==> src/hw/rtl/utf8_line_splitter_top_assert.svh <==
// ----------------------------------------------------------------------------
// utf8_line_splitter_top_assert.svh
// Assertion macros used by the line splitter queue (uls_fifo).
// ----------------------------------------------------------------------------
`ifndef UTF8_LINE_SPLITTER_TOP_ASSERT_SVH
`define UTF8_LINE_SPLITTER_TOP_ASSERT_SVH

// Same-cycle implication, checked outside reset.
`define ULS_ASSERT_IMPL(label, clk, rst_n, ante, cons, msg) \
  label: assert property (@(posedge clk) disable iff (!rst_n) (ante) |-> (cons)) \
    else $error(msg);

// Next-cycle implication, checked outside reset.
`define ULS_ASSERT_NEXT(label, clk, rst_n, ante, cons, msg) \
  label: assert property (@(posedge clk) disable iff (!rst_n) (ante) |=> (cons)) \
    else $error(msg);

`endif

==> src/hw/rtl/uls_pkg.sv <==
`timescale 1ns / 1ps
`default_nettype none
// ----------------------------------------------------------------------------
// uls_pkg
// Shared types and constants of the UTF-8 line splitter.
// ----------------------------------------------------------------------------
package uls_pkg;

  localparam int unsigned LENGTH_BITS_DEF     = 16;
  localparam int unsigned LINE_COUNT_BITS_DEF = 16;
  localparam int unsigned QUEUE_DEPTH         = 4;

  localparam logic [7:0] BYTE_NUL     = 8'h00;
  localparam logic [7:0] BYTE_LF      = 8'd10;
  localparam logic [7:0] BYTE_CR      = 8'd13;
  localparam logic [7:0] BYTE_ASCII   = 8'h80;
  localparam logic [7:0] BYTE_CONT_MK = 8'hC0;
  localparam logic [7:0] BYTE_LEAD2   = 8'hC0;
  localparam logic [7:0] BYTE_LEAD3   = 8'hE0;
  localparam logic [7:0] BYTE_LEAD4   = 8'hF0;
  localparam logic [7:0] BYTE_BAD     = 8'hF8;
  localparam logic [7:0] BYTE_CONT    = 8'h80;

  typedef enum logic [1:0] {
    CAUSE_END = 2'd0,
    CAUSE_NUL = 2'd1,
    CAUSE_BAD = 2'd2,
    CAUSE_RSV = 2'd3
  } uls_cause_t;

  typedef enum logic [1:0] {
    RT_CHARWISE  = 2'd0,
    RT_LINEWISE  = 2'd1,
    RT_BLOCKWISE = 2'd2,
    RT_AUTO      = 2'd3
  } uls_rtype_t;

  // Queue handshake between front and back
  typedef struct packed {
    logic full;
    logic empty;
  } uls_q_status_t;

endpackage
`default_nettype wire

==> src/hw/rtl/uls_if.sv <==
`timescale 1ns / 1ps
`default_nettype none
// ----------------------------------------------------------------------------
// uls_if
// Valid/ready channels of the UTF-8 line splitter.
// ----------------------------------------------------------------------------
interface uls_in_if;
  logic       valid;
  logic       ready;
  logic [7:0] data_byte;
  logic       last_byte;

  modport source (output valid, output data_byte, output last_byte, input ready);
  modport sink   (input valid, input data_byte, input last_byte, output ready);
endinterface

interface uls_cfg_if;
  logic       valid;
  logic       ready;
  logic [1:0] data;

  modport source (output valid, output data, input ready);
  modport sink   (input valid, input data, output ready);
endinterface

interface uls_out_if import uls_pkg::*; #(
  parameter int unsigned LENGTH_BITS     = LENGTH_BITS_DEF,
  parameter int unsigned LINE_COUNT_BITS = LINE_COUNT_BITS_DEF
);
  logic                       valid;
  logic                       ready;
  logic [LENGTH_BITS-1:0]     line_length;
  logic [LINE_COUNT_BITS-1:0] line_number;
  logic                       is_final;
  logic [1:0]                 reg_type;
  logic [1:0]                 stop_cause;

  modport source (output valid, output line_length, output line_number, output is_final,
                  output reg_type, output stop_cause, input ready);
  modport sink   (input valid, input line_length, input line_number, input is_final,
                  input reg_type, input stop_cause, output ready);
endinterface
`default_nettype wire

==> src/hw/rtl/utf8_line_splitter_top.sv <==
`timescale 1ns / 1ps
`default_nettype none
// ----------------------------------------------------------------------------
// utf8_line_splitter_top
// UTF-8 validating line splitter.
// ----------------------------------------------------------------------------
// Usage:
//   in_ch  : one byte of the text buffer per item, last_byte on its final byte.
//   cfg_ch : register type mode (0 charwise, 1 linewise, 2 blockwise, 3 auto);
//            always ready, write only while the block is idle.
//   out_ch : one item per line: length, number, and on the final line the
//            register type and stop cause.
// Throughput: one byte per cycle while the queue has room. A byte that ends a line
// and the buffer at once yields two items, sent one after the other.
// Path: the record of a line or buffer end is written into the queue at the
// accepting edge, then loaded into the output registers once the output stage
// takes it from the queue.
// Stall: a stalled receiver fills the four-record queue between classifier
// and output stage; in_ch.ready then drops until a record drains.
// Reset: mode returns to auto, line state clears, queue and output empty.
// No memory clearing pass is needed.
// ----------------------------------------------------------------------------
module utf8_line_splitter_top import uls_pkg::*; #(
  parameter int unsigned LENGTH_BITS     = LENGTH_BITS_DEF,
  parameter int unsigned LINE_COUNT_BITS = LINE_COUNT_BITS_DEF
) (
  input  logic       clk,
  input  logic       rst_n,
  uls_in_if.sink     in_ch,
  uls_cfg_if.sink    cfg_ch,
  uls_out_if.source  out_ch
);

  localparam int unsigned ENTRY_W = 2 * (LENGTH_BITS + LINE_COUNT_BITS) + 6;

  uls_q_status_t      q_status;
  logic               push, pop;
  logic [ENTRY_W-1:0] wr_entry, rd_entry;

  uls_front #(
    .LENGTH_BITS     (LENGTH_BITS),
    .LINE_COUNT_BITS (LINE_COUNT_BITS),
    .ENTRY_W         (ENTRY_W)
  ) u_front (
    .clk      (clk),
    .rst_n    (rst_n),
    .in_ch    (in_ch),
    .cfg_ch   (cfg_ch),
    .q_status (q_status),
    .push     (push),
    .entry    (wr_entry)
  );

  uls_fifo #(
    .WIDTH (ENTRY_W),
    .DEPTH (QUEUE_DEPTH)
  ) u_fifo (
    .clk     (clk),
    .rst_n   (rst_n),
    .push    (push),
    .wr_data (wr_entry),
    .pop     (pop),
    .rd_data (rd_entry),
    .status  (q_status)
  );

  uls_back #(
    .LENGTH_BITS     (LENGTH_BITS),
    .LINE_COUNT_BITS (LINE_COUNT_BITS),
    .ENTRY_W         (ENTRY_W)
  ) u_back (
    .clk      (clk),
    .rst_n    (rst_n),
    .q_status (q_status),
    .entry    (rd_entry),
    .pop      (pop),
    .out_ch   (out_ch)
  );

endmodule
`default_nettype wire

==> src/hw/rtl/uls_fifo.sv <==
`timescale 1ns / 1ps
`default_nettype none
// ----------------------------------------------------------------------------
// uls_fifo
// Short register queue between the classifier front and the output back.
// ----------------------------------------------------------------------------
`include "utf8_line_splitter_top_assert.svh"
module uls_fifo import uls_pkg::*; #(
  parameter int unsigned WIDTH = 8,
  parameter int unsigned DEPTH = QUEUE_DEPTH
) (
  input  logic             clk,
  input  logic             rst_n,
  input  logic             push,
  input  logic [WIDTH-1:0] wr_data,
  input  logic             pop,
  output logic [WIDTH-1:0] rd_data,
  output uls_q_status_t    status
);

  localparam int unsigned PTR_W = (DEPTH > 1) ? $clog2(DEPTH) : 1;
  localparam int unsigned CNT_W = $clog2(DEPTH + 1);
  localparam logic [PTR_W-1:0] PTR_LAST = PTR_W'(DEPTH - 1);
  localparam logic [CNT_W-1:0] CNT_FULL = CNT_W'(DEPTH);

  logic [WIDTH-1:0] mem_r [DEPTH];
  logic [PTR_W-1:0] wr_ptr_r, wr_ptr_nxt;
  logic [PTR_W-1:0] rd_ptr_r, rd_ptr_nxt;
  logic [CNT_W-1:0] count_r, count_nxt;

  assign status.full  = (count_r == CNT_FULL);
  assign status.empty = (count_r == '0);
  assign rd_data      = mem_r[rd_ptr_r];

  always_comb begin
    wr_ptr_nxt = wr_ptr_r;
    rd_ptr_nxt = rd_ptr_r;
    count_nxt  = count_r;
    if (push) begin
      wr_ptr_nxt = (wr_ptr_r == PTR_LAST) ? '0 : wr_ptr_r + PTR_W'(1);
    end
    if (pop) begin
      rd_ptr_nxt = (rd_ptr_r == PTR_LAST) ? '0 : rd_ptr_r + PTR_W'(1);
    end
    if (push && !pop) begin
      count_nxt = count_r + CNT_W'(1);
    end else if (pop && !push) begin
      count_nxt = count_r - CNT_W'(1);
    end
  end

  always_ff @(posedge clk) begin
    if (!rst_n) begin
      wr_ptr_r <= '0;
      rd_ptr_r <= '0;
      count_r  <= '0;
    end else begin
      wr_ptr_r <= wr_ptr_nxt;
      rd_ptr_r <= rd_ptr_nxt;
      count_r  <= count_nxt;
    end
  end

  always_ff @(posedge clk) begin
    if (push) begin
      mem_r[wr_ptr_r] <= wr_data;
    end
  end

  `ULS_ASSERT_IMPL(a_no_overflow, clk, rst_n, push, !status.full, "queue push while full")
  `ULS_ASSERT_IMPL(a_no_underflow, clk, rst_n, pop, !status.empty, "queue pop while empty")
  `ULS_ASSERT_NEXT(a_count_up, clk, rst_n, push && !pop, count_r == $past(count_r) + 1'b1, "queue count did not advance on push")

endmodule
`default_nettype wire

==> src/hw/rtl/uls_front.sv <==
`timescale 1ns / 1ps
`default_nettype none
// ----------------------------------------------------------------------------
// uls_front
// Byte classifier: UTF-8 checks, line and CR tracking, result records.
// ----------------------------------------------------------------------------
module uls_front import uls_pkg::*; #(
  parameter int unsigned LENGTH_BITS     = LENGTH_BITS_DEF,
  parameter int unsigned LINE_COUNT_BITS = LINE_COUNT_BITS_DEF,
  parameter int unsigned ENTRY_W         = 2 * (LENGTH_BITS + LINE_COUNT_BITS) + 6
) (
  input  logic               clk,
  input  logic               rst_n,
  uls_in_if.sink             in_ch,
  uls_cfg_if.sink            cfg_ch,
  input  uls_q_status_t      q_status,
  output logic               push,
  output logic [ENTRY_W-1:0] entry
);

  localparam int unsigned LB  = LENGTH_BITS;
  localparam int unsigned LCB = LINE_COUNT_BITS;

  uls_rtype_t         mode_r;
  logic               cr_r, cr_nxt, cr_upd;
  logic [1:0]         cont_r, cont_nxt, cont_upd;
  logic [LB-1:0]      len_r, len_nxt, len_upd;
  logic [LCB-1:0]     line_r, line_nxt, line_upd;
  logic               stop_r, stop_nxt;

  logic               accept;
  logic [7:0]         b;
  logic               stop_byte;
  logic               emit_line;
  uls_cause_t         cause;
  uls_rtype_t         rtype;
  logic [LB:0]        acc_sum, cr_sum, fin_sum;
  logic [LB-1:0]      acc_len, cr_len, fin_len;

  assign cfg_ch.ready = 1'b1;
  assign in_ch.ready  = !q_status.full;
  assign accept       = in_ch.valid && in_ch.ready;
  assign b            = in_ch.data_byte;

  // Saturating length updates: a pending CR counts once the next byte is not LF
  assign acc_sum = {1'b0, len_r} + (LB + 1)'(cr_r) + (LB + 1)'(1);
  assign acc_len = acc_sum[LB] ? '1 : acc_sum[LB-1:0];
  assign cr_sum  = {1'b0, len_r} + (LB + 1)'(cr_r);
  assign cr_len  = cr_sum[LB] ? '1 : cr_sum[LB-1:0];

  always_comb begin
    len_upd   = len_r;
    cr_upd    = cr_r;
    cont_upd  = cont_r;
    line_upd  = line_r;
    stop_byte = 1'b0;
    emit_line = 1'b0;
    cause     = CAUSE_END;
    if (cont_r != 2'd0) begin
      if ((b & BYTE_CONT_MK) != BYTE_CONT) begin
        stop_byte = 1'b1;
        cause     = CAUSE_BAD;
      end else begin
        cont_upd = cont_r - 2'd1;
        len_upd  = acc_len;
        cr_upd   = 1'b0;
      end
    end else if (b == BYTE_NUL) begin
      stop_byte = 1'b1;
      cause     = CAUSE_NUL;
    end else if (b == BYTE_LF) begin
      emit_line = 1'b1;
      if (line_r != '1) begin
        line_upd = line_r + LCB'(1);
      end
      len_upd = '0;
      cr_upd  = 1'b0;
    end else if (b == BYTE_CR) begin
      len_upd = cr_len;
      cr_upd  = 1'b1;
    end else if (b < BYTE_ASCII) begin
      len_upd = acc_len;
      cr_upd  = 1'b0;
    end else if (b < BYTE_LEAD2) begin
      stop_byte = 1'b1;
      cause     = CAUSE_BAD;
    end else if (b < BYTE_LEAD3) begin
      len_upd  = acc_len;
      cr_upd   = 1'b0;
      cont_upd = 2'd1;
    end else if (b < BYTE_LEAD4) begin
      len_upd  = acc_len;
      cr_upd   = 1'b0;
      cont_upd = 2'd2;
    end else if (b < BYTE_BAD) begin
      len_upd  = acc_len;
      cr_upd   = 1'b0;
      cont_upd = 2'd3;
    end else begin
      stop_byte = 1'b1;
      cause     = CAUSE_BAD;
    end
  end

  // Final line: pending CR counts, register type follows the mode (auto: charwise if length nonzero, else linewise)
  assign fin_sum = {1'b0, len_upd} + (LB + 1)'(cr_upd);
  assign fin_len = fin_sum[LB] ? '1 : fin_sum[LB-1:0];

  always_comb begin
    if (mode_r != RT_AUTO) begin
      rtype = mode_r;
    end else if (fin_len != '0) begin
      rtype = RT_CHARWISE;
    end else begin
      rtype = RT_LINEWISE;
    end
  end

  assign push  = accept && !stop_r && (emit_line || stop_byte || in_ch.last_byte);
  assign entry = {emit_line, (stop_byte || in_ch.last_byte), len_r, line_r,
                  fin_len, line_upd, rtype, cause};

  always_comb begin
    len_nxt  = len_r;
    cr_nxt   = cr_r;
    cont_nxt = cont_r;
    line_nxt = line_r;
    stop_nxt = stop_r;
    if (accept) begin
      if (in_ch.last_byte) begin
        len_nxt  = '0;
        cr_nxt   = 1'b0;
        cont_nxt = 2'd0;
        line_nxt = LCB'(1);
        stop_nxt = 1'b0;
      end else if (!stop_r) begin
        len_nxt  = len_upd;
        cr_nxt   = cr_upd;
        cont_nxt = cont_upd;
        line_nxt = line_upd;
        stop_nxt = stop_byte;
      end
    end
  end

  always_ff @(posedge clk) begin
    if (!rst_n) begin
      mode_r <= RT_AUTO;
      len_r  <= '0;
      cr_r   <= 1'b0;
      cont_r <= 2'd0;
      line_r <= LCB'(1);
      stop_r <= 1'b0;
    end else begin
      if (cfg_ch.valid) begin
        mode_r <= uls_rtype_t'(cfg_ch.data);
      end
      len_r  <= len_nxt;
      cr_r   <= cr_nxt;
      cont_r <= cont_nxt;
      line_r <= line_nxt;
      stop_r <= stop_nxt;
    end
  end

endmodule
`default_nettype wire

==> src/hw/rtl/uls_back.sv <==
`timescale 1ns / 1ps
`default_nettype none
// ----------------------------------------------------------------------------
// uls_back
// Output stage: takes queue records and sends their one or two result items.
// ----------------------------------------------------------------------------
module uls_back import uls_pkg::*; #(
  parameter int unsigned LENGTH_BITS     = LENGTH_BITS_DEF,
  parameter int unsigned LINE_COUNT_BITS = LINE_COUNT_BITS_DEF,
  parameter int unsigned ENTRY_W         = 2 * (LENGTH_BITS + LINE_COUNT_BITS) + 6
) (
  input  logic               clk,
  input  logic               rst_n,
  input  uls_q_status_t      q_status,
  input  logic [ENTRY_W-1:0] entry,
  output logic               pop,
  uls_out_if.source          out_ch
);

  localparam int unsigned LB  = LENGTH_BITS;
  localparam int unsigned LCB = LINE_COUNT_BITS;

  logic           line_pend_r, line_pend_nxt;
  logic           fin_pend_r, fin_pend_nxt;
  logic [LB-1:0]  line_len_r, fin_len_r;
  logic [LCB-1:0] line_num_r, fin_num_r;
  logic [1:0]     rtype_r, cause_r;

  logic           e_line, e_fin;
  logic [LB-1:0]  e_line_len, e_fin_len;
  logic [LCB-1:0] e_line_num, e_fin_num;
  logic [1:0]     e_rtype, e_cause;
  logic           busy, take, sent;

  assign {e_line, e_fin, e_line_len, e_line_num, e_fin_len, e_fin_num,
          e_rtype, e_cause} = entry;

  assign busy = line_pend_r || fin_pend_r;
  assign sent = out_ch.valid && out_ch.ready;
  // Free once the last pending item of the record goes out
  assign take = !busy || (out_ch.ready && !(line_pend_r && fin_pend_r));
  assign pop  = take && !q_status.empty;

  assign out_ch.valid       = busy;
  assign out_ch.line_length = line_pend_r ? line_len_r : fin_len_r;
  assign out_ch.line_number = line_pend_r ? line_num_r : fin_num_r;
  assign out_ch.is_final    = !line_pend_r;
  assign out_ch.reg_type    = line_pend_r ? RT_CHARWISE : rtype_r;
  assign out_ch.stop_cause  = line_pend_r ? CAUSE_END : cause_r;

  always_comb begin
    line_pend_nxt = line_pend_r;
    fin_pend_nxt  = fin_pend_r;
    if (pop) begin
      line_pend_nxt = e_line;
      fin_pend_nxt  = e_fin;
    end else if (sent) begin
      if (line_pend_r) begin
        line_pend_nxt = 1'b0;
      end else begin
        fin_pend_nxt = 1'b0;
      end
    end
  end

  always_ff @(posedge clk) begin
    if (!rst_n) begin
      line_pend_r <= 1'b0;
      fin_pend_r  <= 1'b0;
    end else begin
      line_pend_r <= line_pend_nxt;
      fin_pend_r  <= fin_pend_nxt;
    end
  end

  always_ff @(posedge clk) begin
    if (pop) begin
      line_len_r <= e_line_len;
      line_num_r <= e_line_num;
      fin_len_r  <= e_fin_len;
      fin_num_r  <= e_fin_num;
      rtype_r    <= e_rtype;
      cause_r    <= e_cause;
    end
  end

endmodule
`default_nettype wire

==> src/flat_wrapper.sv <==
// flat-port wrapper written by rule: the top's interface ports become plain ports
module utf8_line_splitter_top_flat import uls_pkg::*;
#(
  parameter int unsigned LENGTH_BITS     = LENGTH_BITS_DEF,
  parameter int unsigned LINE_COUNT_BITS = LINE_COUNT_BITS_DEF
)
  (clk, rst_n, in_ch_valid, in_ch_data_byte, in_ch_last_byte, in_ch_ready, cfg_ch_valid, cfg_ch_data, cfg_ch_ready, out_ch_valid, out_ch_line_length, out_ch_line_number, out_ch_is_final, out_ch_reg_type, out_ch_stop_cause, out_ch_ready);
  uls_in_if in_ch_i ();
  uls_cfg_if cfg_ch_i ();
  uls_out_if #(.LENGTH_BITS(LENGTH_BITS), .LINE_COUNT_BITS(LINE_COUNT_BITS)) out_ch_i ();
  input  logic clk;
  input  logic rst_n;
  input wire logic [$bits(in_ch_i.valid)-1:0] in_ch_valid;
  input wire logic [$bits(in_ch_i.data_byte)-1:0] in_ch_data_byte;
  input wire logic [$bits(in_ch_i.last_byte)-1:0] in_ch_last_byte;
  output wire logic [$bits(in_ch_i.ready)-1:0] in_ch_ready;
  input wire logic [$bits(cfg_ch_i.valid)-1:0] cfg_ch_valid;
  input wire logic [$bits(cfg_ch_i.data)-1:0] cfg_ch_data;
  output wire logic [$bits(cfg_ch_i.ready)-1:0] cfg_ch_ready;
  output wire logic [$bits(out_ch_i.valid)-1:0] out_ch_valid;
  output wire logic [$bits(out_ch_i.line_length)-1:0] out_ch_line_length;
  output wire logic [$bits(out_ch_i.line_number)-1:0] out_ch_line_number;
  output wire logic [$bits(out_ch_i.is_final)-1:0] out_ch_is_final;
  output wire logic [$bits(out_ch_i.reg_type)-1:0] out_ch_reg_type;
  output wire logic [$bits(out_ch_i.stop_cause)-1:0] out_ch_stop_cause;
  input wire logic [$bits(out_ch_i.ready)-1:0] out_ch_ready;
  assign in_ch_i.valid = in_ch_valid;
  assign in_ch_i.data_byte = in_ch_data_byte;
  assign in_ch_i.last_byte = in_ch_last_byte;
  assign in_ch_ready = in_ch_i.ready;
  assign cfg_ch_i.valid = cfg_ch_valid;
  assign cfg_ch_i.data = cfg_ch_data;
  assign cfg_ch_ready = cfg_ch_i.ready;
  assign out_ch_valid = out_ch_i.valid;
  assign out_ch_line_length = out_ch_i.line_length;
  assign out_ch_line_number = out_ch_i.line_number;
  assign out_ch_is_final = out_ch_i.is_final;
  assign out_ch_reg_type = out_ch_i.reg_type;
  assign out_ch_stop_cause = out_ch_i.stop_cause;
  assign out_ch_i.ready = out_ch_ready;
  utf8_line_splitter_top #(.LENGTH_BITS(LENGTH_BITS), .LINE_COUNT_BITS(LINE_COUNT_BITS)) u_core (.clk(clk), .rst_n(rst_n), .in_ch(in_ch_i), .cfg_ch(cfg_ch_i), .out_ch(out_ch_i));
endmodule
==> config.mk <==
export PLATFORM = sky130hd
export DESIGN_NAME = utf8_line_splitter_top_flat
export DESIGN_NICKNAME = d
export VERILOG_FILES = /design/src/hw/rtl/uls_pkg.sv /design/src/hw/rtl/uls_if.sv /design/src/hw/rtl/utf8_line_splitter_top.sv /design/src/hw/rtl/uls_fifo.sv /design/src/hw/rtl/uls_front.sv /design/src/hw/rtl/uls_back.sv /design/src/flat_wrapper.sv
export VERILOG_INCLUDE_DIRS = /design/src /design/src/hw/rtl
export SDC_FILE = /design/constraint.sdc
export NUM_CORES = 1
export LEC_CHECK = 0
export ABC_AREA = 0
export BUFFER_PORTS_ARGS = -buffer_cell sky130_fd_sc_hd__buf_2
export CELL_PAD_IN_SITES_DETAIL_PLACEMENT = 2
export CELL_PAD_IN_SITES_GLOBAL_PLACEMENT = 2
export CORE_MARGIN = 2
export CORE_UTILIZATION = 35
export CTS_CLUSTER_DIAMETER = 50
export DETAILED_ROUTE_END_ITERATION = 10
export PLACE_DENSITY = 0.71
export SETUP_SLACK_MARGIN = 0.3
export SLEW_MARGIN = 20
export SYNTH_ARGS = -nofsm -noshare
export SYNTH_HDL_FRONTEND = slang
export SYNTH_HIERARCHICAL = 1
export SYNTH_SLANG_ARGS = --single-unit
export TNS_END_PERCENT = 100
==> constraint.sdc <==
create_clock -name clk -period 6.7 [get_ports clk]
set_input_delay 0.67 -clock clk [delete_from_list [all_inputs] [get_ports clk]]
set_output_delay 0.67 -clock clk [all_outputs]
set_load 0.005 [all_outputs]
Word level (Yosys, flattened, before mapping)
Memory sizes are Yosys's and may differ from the RTL's. A register that Yosys moved wholly into a read port is not among the register bits.
Index checks and enable logic that the tools add are counted.

storage, ports and cells
  register bits = 115
  memory bits (writable) = 280
  bits of input ports = 16
  output and inout bits = 40
  word-level logic and storage cells = 169
  memories = 1

operators by class
  $add $sub $neg = 9
  order comparisons = 5
  equal/unequal tests = 16
  mux-type cells = 89
  reduce and logical (&&, ||, !) cells = 32

memories
  memory               depth  bits a word  read ports  clocked after Yosys merged registers in  write ports  line            source
  u_core.u_fifo.mem_r  4      70           1           1                                        1            uls_fifo.sv:26  logic [WIDTH-1:0] mem_r [DEPTH];

operators by type and width
  kind                   number
  $mux 16                23
  $mux 2                 29
  $lt 8x8->1 const B     5
  $mux 1                 35
  $add 16x1->17          2
  $ne 3x3->1 const B     6
  $add 17x1->17 const B  1
  $add 16x1->16 const B  1
  $eq 8x4->1 const B     2
  $ne 16x16->1 const B   1
  $reduce_bool 16->1     1
  $logic_and 1x1->1      9
  $reduce_and 9->1       1
  $logic_not 1->1        8
  $logic_not 8->1        1
  $mux 3                 2
  $ne 2x2->1 const B     3
  $reduce_bool 2->1      3
  $logic_or 1x1->1       5
  $reduce_bool 5->1      1
  $add 2x1->2 const B    2
  $eq 2x2->1 const B     2
  $reduce_and 2->1       2
  $add 3x1->3 const B    1
  other kinds (5)        5

Logic depth before layout (Yosys ltp)
Gate-level depths: netlist of run 1.

  depth after elaboration = 17
  gate-level depth with buffers = 23
  mapped depth without buffers = 21

Hierarchy
Netlist of run 1, hierarchy kept.

by module, submodules not included
  module     instances  cells an instance  area an instance (µm²)  seq. area each (µm²)
  uls_fifo   1          410                10632.7                 8588.2
  uls_front  1          671                4728.3                  760.7
  uls_back   1          123                2650.0                  2082.0

Worst setup path before layout of run 1
No wires, ideal clock.

  path kind = input port to flip-flop
  start = input port out_ch_ready
  end = register u_core.u_fifo.count_r[2]
  setup time = 0.076 ns
  data arrival time = 5.739 ns
  required time = 6.624 ns
  slack = 0.886 ns
  stages on the path = 10
  path buffers = 0
  cells stage by stage = nand2b_1 > nand2b_1 > a21oi_1 > inv_1 > ha_1 > inv_1 > fa_1 > xor2_1 > or3_1 > a21boi_0

on the way
  cells in the longest elaborated chain, start to end = 6
  elaborated cells on any way between the ends = 8

ends and longest elaborated chain
  what                                                line                          source
  from (decl)                                         flat_wrapper.sv:26            input wire logic [$bits(out_ch_i.ready)-1:0] out_ch_ready;
  $logic_and 1x1->1 (*)                               uls_back.sv:41                assign take = !busy || (out_ch.ready && !(line_pend_r && fin_pend_r));
  $logic_or 1x1->1 (*)                                uls_back.sv:41
  $logic_and 1x1->1 (*)                               uls_back.sv:42                assign pop = take && !q_status.empty;
  net u_core.pop                                      utf8_line_splitter_top.sv:37  logic push, pop;
  $logic_not 1->1                                     uls_fifo.sv:45                if (push && !pop) begin
  $logic_and 1x1->1                                   uls_fifo.sv:45
  $mux 3 / $reduce_bool 2->1 (equally long branches)  n/a
  to (signal assigned)                                uls_fifo.sv:60                count_r <= count_nxt;
  to (decl)                                           uls_fifo.sv:29                logic [CNT_W-1:0] count_r, count_nxt;

Mark *: on every way through the listed nets, which the timed path passes. The rest lies on a longest branch.
A chain may end at the register's enable or synchronous reset.

Final worst setup path of run 1
  start = register u_core.u_front.len_r[0]
  end = memory u_core/u_fifo/mem_r[0][2] in the netlist's numbering (data pin)

on the way
  cells in the longest elaborated chain, start to end = 17
  elaborated cells on any way between the ends = 19

ends and longest elaborated chain
  what                    line                              source
  from (decl)             uls_front.sv:27                   logic [LB-1:0] len_r, len_nxt, len_upd;
  from (signal assigned)  uls_front.sv:158                  len_r <= len_nxt;
  $add 16x1->17           uls_front.sv:46, uls_front.sv:48
  $add 17x1->17           uls_front.sv:46                   assign acc_sum = {1'b0, len_r} + (LB + 1)'(cr_r) + (LB + 1)'(1);
  $mux 16                 uls_front.sv:47                   assign acc_len = acc_sum[LB] ? '1 : acc_sum[LB-1:0];
  $mux 16                 uls_front.sv:95                   end else if (b < BYTE_BAD) begin
  $mux 16                 uls_front.sv:91                   end else if (b < BYTE_LEAD4) begin
  $mux 16                 uls_front.sv:87                   end else if (b < BYTE_LEAD3) begin
  $mux 16                 uls_front.sv:84                   end else if (b < BYTE_LEAD2) begin
  $mux 16                 uls_front.sv:81                   end else if (b < BYTE_ASCII) begin
  [... 2 more ...]        n/a
  $mux 16                 uls_front.sv:68                   end else if (b == BYTE_NUL) begin
  $mux 16 (*)             uls_front.sv:59                   if (cont_r != 2'd0) begin
  $add 16x1->17 (*)       uls_front.sv:106                  assign fin_sum = {1'b0, len_upd} + (LB + 1)'(cr_upd);
  $mux 16 (*)             uls_front.sv:107                  assign fin_len = fin_sum[LB] ? '1 : fin_sum[LB-1:0];
  $reduce_bool 16->1 (*)  uls_front.sv:112                  end else if (fin_len != '0) begin
  $mux 1 (*)              uls_front.sv:112
  $mux 2 (*)              uls_front.sv:110                  if (mode_r != RT_AUTO) begin
  net u_core.wr_entry[2]  utf8_line_splitter_top.sv:38      logic [ENTRY_W-1:0] wr_entry, rd_entry;
  to (decl)               uls_fifo.sv:26

Marked as above.

==> flow_summary.ini, run 1 <==
[drt]
drc = 0
ant_nets = 0
wl_per_cell_um = 27.4
drt_pre_antenna_iters = 5
drt_iter0_drc = 897
via_per_inst = 5.65
totalWireLength_um = 54800
vias = 11309

[setup_path]
end_kind = register
cp_slowest_stage_delay_ns = 0.49
crit_start = u_core/u_front/len_r[0]
slowest_stage = or4_1
cp_num_buf_inv = 1
worst-path-stages = 21
crit_type = reg2reg
crit_arrival_ns = 6.30
cp_top_family = simple AND/OR/NAND/NOR gates
crit_fanout = 16
reg2reg_slack_ns = 0.77
critPathCapture = u_core/u_fifo/mem_r[0][2]
rr_worst_depth = 21
worstReg2RegStart = u_core/u_front/len_r[0]
crit_required_ns = 7.06
cp_cell_sequence = ha_4, ha_1, buf_4, and3_1, a32oi_1, o32a_1, nor4_4, a21oi_1, a31oi_1, nor2_1, o31a_1, a21boi_0, a2bb2oi_1, ha_1, nand2_1, nor4_4, and4_1, a21oi_1, or4_1, or4_1, o31ai_4
cp-start-kind = register
worstReg2RegEnd = u_core/u_fifo/mem_r[0][2]

[synth]
yosysWarnings = 6
seq_area_frac_synth_pct = 63.5
ys_async_sr_fraction_pct = 0
synthesis.area_mm2 = 0.0180
synthFlopType = edfxtp_1
yosys.area.top_type = edfxtp_1
synth_top_area_share_pct = 58.0
synth_area_leaders = edfxtp_1 (58%), mux4_2 (8.8%), dfxtp_1 (5.4%)
yosys_register_bits = 397
synth_area_per_cell_um2 = 15.0
syn_inst = 1204
syn-num-nets = 1233
synth_edf_count = 348
synth_cell_types = 91

[place]
dp_hpwl_um = 36300
gp_congestion = 0.881
io_buffers = 54

[sta]
relSlewSlack_pct = 20.7
fin_crit_ns = 5.93
slew_viol_final = 0
timing.hold.ws_ns = 0.339
finalHoldViolCount = 0
fmax_mhz = 168
finalCritPeriodShare_pct = 88.6
setup_viol = 0
rsz0062_at_grt = no
finalClockSkew_ns = 0.0305
setup_tns_ns = 0
worst_pin_slew_ns = 1.17

[floorplanning]
die_y_um = 231
initial_core_util_pct = 35.3
dieArea_mm2 = 0.0533
core_mm2 = 0.0511
row_count = 83
die_w_um = 231
ios = 56

[grt]
grt_start_max_net_pins = 53
track_usage_pct = 20.9
gr-total-overflow = 0
grt_pass1_vias = 12722
grt_pass1_wl_um = 83300
antenna_found_initial = 0

[power_and_ir_drop]
p_leak_nw = 6.67
ir_drop_uv = 184
power.density_mw_per_mm2 = 363

[outcome]
status = complete, no violations

[clocking]
clkTransAtPathRegs_ns = 0.06
h-tree-depth = 2
cts_root_buf = clkbuf_16
cts_tree = built
clock_sinks = 397
holdBufCountCts = 0
cts_buffers = 45
clock_latency_ns = 0.59
clock_path_buffers = 3

[finish]
drive_gt1_share_pct = 25.2
utilization_pct = 40.4
nets = 1314
diodes = 0
area_growth_syn_to_layout_pct = 14.7

[job]
maxCapViolations = 0

[hold_path]
hold_class = in2reg
[tightest hold or removal path, delay by kind of cell]
family	cells	cell delay, ns
muxes	1	0.06
buffers and inverters	1	0.08
and+or+nand+nor	1	0.07
[power breakdown]
group / internal, mW / switching, mW
clock network: 1.41 / 1.02
registers: 3.19 / 0.226
logic: 0.749 / 0.893
[layer usage]
metal  GRT usage (%)  vias to the layer above  share of wire, %
met4            8.00                        0               3.2
met2            35.0                      285                49
li1                -                     4946                 -
met5               0                        -                 0
met3            2.57                       91               4.0
met1            27.9                     5987                44
[cells in the mapped netlist, drive strengths merged (30+ instances only)]
cell type  count
a21oi         46
nor2b         43
nand3         31
a22oi         30
clkbuf        35
mux2          37
o21ai         45
dfxtp         49
nor2          43
nand2         62
edfxtp       348
mux4          70
buf           35
[sequential cells by signal (all words and copies together) (netlist names), 3 cells and up, named ones only]
name and flops:
u_core/u_front/line_r 16, u_core/u_fifo/mem_r 280, u_core/u_back/fin_len_r 16, u_core/u_fifo/count_r 3
u_core/u_back/line_num_r 16, u_core/u_back/fin_num_r 16, u_core/u_back/line_len_r 16, u_core/u_front/len_r 16
[metrics by stage]
stage / power (mW) / worst slack, ns / instance area (µm²) / std cells
2_1_floorplan: 4.53 / 0.886 / 18000 / 1204
3_3_place_gp: 5.03 / 0.774 / 19100 / 1915
3_5_place_dp: 5.15 / 0.365 / 19100 / 1915
4_1_cts: 7.60 / 0.310 / 20600 / 1997
5_1_grt: 7.82 / 0.378 / 20700 / 2000
6_report: 7.49 / 0.765 / 20700 / 2000
[worst min path at each step]
stage	cells after the start	end	slack (ns)	from
2_1_floorplan	2	u_core/u_front/mode_r[1]	0.45	u_core/u_front/mode_r[1]
3_3_place_gp	2	u_core/u_front/mode_r[1]	0.48	u_core/u_front/mode_r[1]
3_5_place_dp	2	u_core/u_front/cont_r[1]	0.51	u_core/u_front/cont_r[1]
4_1_cts	3	u_core/u_front/mode_r[1]	0.32	cfg_ch_data[1]
5_1_grt	3	u_core/u_front/mode_r[1]	0.36	cfg_ch_data[1]
6_report	3	u_core/u_front/mode_r[1]	0.34	cfg_ch_data[1]
[layout by cell type, fill, tap and decap left out, drive strengths merged, types with 37 or more instances in the layout]
cell type,instances
mux2,37
edfxtp,348
mux4,70
buf,104
nand2,62
o21ai,45
dfxtp,49
nor2b,43
nor2,43
clkbuf,62
a21oi,46
[area by class of cell]
class                      count  area, µm²
fill                        5027      30400
sequential                   397      11400
multi-input combinational    715       6110
clock buffer                  62       1260
tap                          680        851
timing repair buffer         104        696
clock inverter                20        215
inverter                      22       82.6
[what timing repair did]
| action | in CTS | in global routing |
|---|---|---|
| gates resized for setup | 0 | 9 |
| setup endpoints to repair | 0 | 34 |
| buffers inserted | 0 | 3 |
[cell families after synthesis]
kind of cell             synth area share [%]
AND/OR/NAND/NOR                          10.7
flip-flops                               63.5
other                                  0.0208
AO/OA/AOI/OAI                            8.48
multiplexers                             11.7
buffers and inverters                    3.01
adder cells (fa/ha/maj)                 0.945
XOR/XNOR                                 1.70
Note: power is estimated with default switching activity, not from simulation.
==> inputs of run 2 (changes only) <==
- CELL_PAD_IN_SITES_DETAIL_PLACEMENT: 2 -> 0
- CELL_PAD_IN_SITES_GLOBAL_PLACEMENT: 2 -> 1
- PLACE_DENSITY: 0.71 -> 0.6
==> run 2 against run 1 <==
Register-to-register slack improved by 0.02 ns. Critical path depth increased by 1. Clock-buffer cell count shrank 12. Power down 2.1%. Worst setup slack gained 0.024 ns. Clock skew shrank 0.013 ns. Design area shrank 0.62%. Routed wire length fell by 15%.
==> flow_summary.ini, run 2 (synthesized netlist as in run 1, its figures left out) <==
[grt]
gr-total-overflow = 0
grt_pass1_wl_um = 69900
antenna_found_initial = 2
grt_start_max_net_pins = 50
grt_pass1_vias = 10937
track_usage_pct = 17.5

[finish]
num-fill-cells = 4784
layout_commonest_cell = edfxtp_1
mostFrequentLayoutCells = edfxtp_1 (348), mux4_2 (70), nand2_1 (62)
area_growth_syn_to_layout_pct = 14.0
drive_gt1_share_pct = 24.4
largest_reg_flops = 280
regMostFlops = u_core/u_fifo/mem_r
nets = 1305
diodes = 0

[floorplanning]
core_mm2 = 0.0511
ios = 56
die_y_um = 231
initial_core_util_pct = 35.3
row_count = 83
die_w_um = 231
dieArea_mm2 = 0.0533

[drt]
wl_per_cell_um = 23.3
via_per_inst = 5.48
drt_iter0_drc = 867
totalWireLength_um = 46400
drc = 0
ant_nets = 0
drt_pre_antenna_iters = 5
vias = 10913

[clocking]
h-tree-depth = 2
cts_tree = built
clock_latency_ns = 0.57
clock_path_buffers = 3
clock_sinks = 397
cts_root_buf = clkbuf_16
clkTransAtPathRegs_ns = 0.06
cts_buffers = 43

[setup_path]
end_kind = register
slowest_stage = or4_1
crit_required_ns = 7.04
cp_slowest_stage_delay_ns = 0.53
crit_fanout = 11
crit_top_cell = ha_1
crit_arrival_ns = 6.25
crit_type = reg2reg
cp-start-kind = register
cp_cell_sequence = ha_1, ha_2, buf_4, nand2b_1, a21oi_1, o221ai_2, nor4_4, a21oi_1, a31oi_1, nor2_1, o31a_1, a21boi_0, a2bb2oi_1, ha_1, ha_1, nand2_1, nor3_2, nand4_1, nor2_1, a31oi_1, or4_1, o31ai_2

[place]
gp_congestion = 0.886
dp_hpwl_um = 30000
io_buffers = 54

[sta]
setup_viol = 0
finalClockSkew_ns = 0.0172
worst_pin_slew_ns = 1.33
slew_viol_final = 0
setup_tns_ns = 0
relSlewSlack_pct = 11.5
fin_crit_ns = 5.91
finalHoldViolCount = 0
finalCritPeriodShare_pct = 88.2
timing.hold.ws_ns = 0.335
rsz0062_at_grt = no
fmax_mhz = 169

[power_and_ir_drop]
power.density_mw_per_mm2 = 357
p_leak_nw = 6.61
ir_drop_uv = 167
netSwitchingPower_mw = 2.00
p_int_mw = 5.34
switching_share_pct = 27.2
pwr-share-comb_pct = 21.5
seqPwrFrac_pct = 46.0
pwr-share-clk_pct = 32.5

[outcome]
status = complete, no violations

[job]
maxCapViolations = 0

[hold_path]
hold_class = in2reg
[run 2: changes by cell type in the layout (fill, tap and decap cells not counted), sizes merged]
cell	before	now
clkbuf	62	50
bufinv	2	5
clkinv	13	17
buf	104	97
inv	26	27
clkinvlp	1	2
[run 2: path summary, 6_finish.rpt]
| check | start | to | slack (ns) | cells after the start |
|---|---|---|---|---|
| setup / recovery | u_core/u_front/len_r[0] | u_core/u_fifo/mem_r[0][2] | 0.79 | 22 |
| hold / removal | cfg_ch_data[1] | u_core/u_front/mode_r[1] | 0.33 | 3 |
| setup reg to reg | u_core/u_front/len_r[0] | u_core/u_fifo/mem_r[0][2] | 0.79 | 22 |
| hold reg to reg | u_core/u_front/cont_r[1] | u_core/u_front/cont_r[1] | 0.50 | 2 |
[run 2: worst max-delay path, delay by kind of cell, from the launching register on]
family	cells	cell delay (ns)
AO/OA/AOI/OAI	9	2.33
AND/OR/NAND/NOR	8	1.82
adder cells (fa/ha/maj)	4	0.94
flip-flops	1	0.39
buffers and inverters	1	0.20
[run 2: timing repair]
action / 4_1_cts / 5_1_grt
resized for setup: 0 / 5
setup endpoints to repair: 0 / 40
hold buffers: 0 / 0
buffers inserted: 0 / 0
[run 2: power groups by stage]
stage	Sequential [mW]	Clock [mW]	Combinational [mW]
4_1_cts	3.39	2.46	1.62
3_3_place_gp	3.43	0	1.61
3_5_place_dp	3.44	0	1.62
2_1_floorplan	3.34	0	1.19
6_report	3.37	2.39	1.58
5_1_grt	3.42	2.54	1.72
[run 2: through the flow]
step	utilization, %	instances	worst slack [ns]	instance area (µm²)	total power, mW
final	40.2	1990	0.790	20500	7.34
after global routing	40.2	1990	0.311	20500	7.69
after CTS	40.1	1990	0.554	20500	7.47
after detailed placement	37.3	1911	0.596	19100	5.06
after global placement	37.3	1911	0.799	19100	5.04
after floorplan	-	1204	0.886	18000	4.53
[run 2: per-layer routing]
metal,routed length (µm),part of all wire [%],vias to the layer above,GRT usage [%]
met4,761,1.6,0,4.58
li1,-,-,4929,-
met5,0,0,-,0
met2,21400,46,270,27.3
met3,2140,4.6,44,2.52
met1,22100,48,5670,25.6
[run 2: final cells by class]
cell class | count | area (µm²) | share of cell area, %
flip-flops and latches | 397 | 11400 | 55.7
multi-input cells | 715 | 6090 | 29.7
clock buffers | 50 | 1120 | 5.47
well taps | 680 | 851 | 4.15
repair buffers | 97 | 618 | 3.01
clock inverters | 29 | 319 | 1.55
inverters | 22 | 82.6 | 0.402
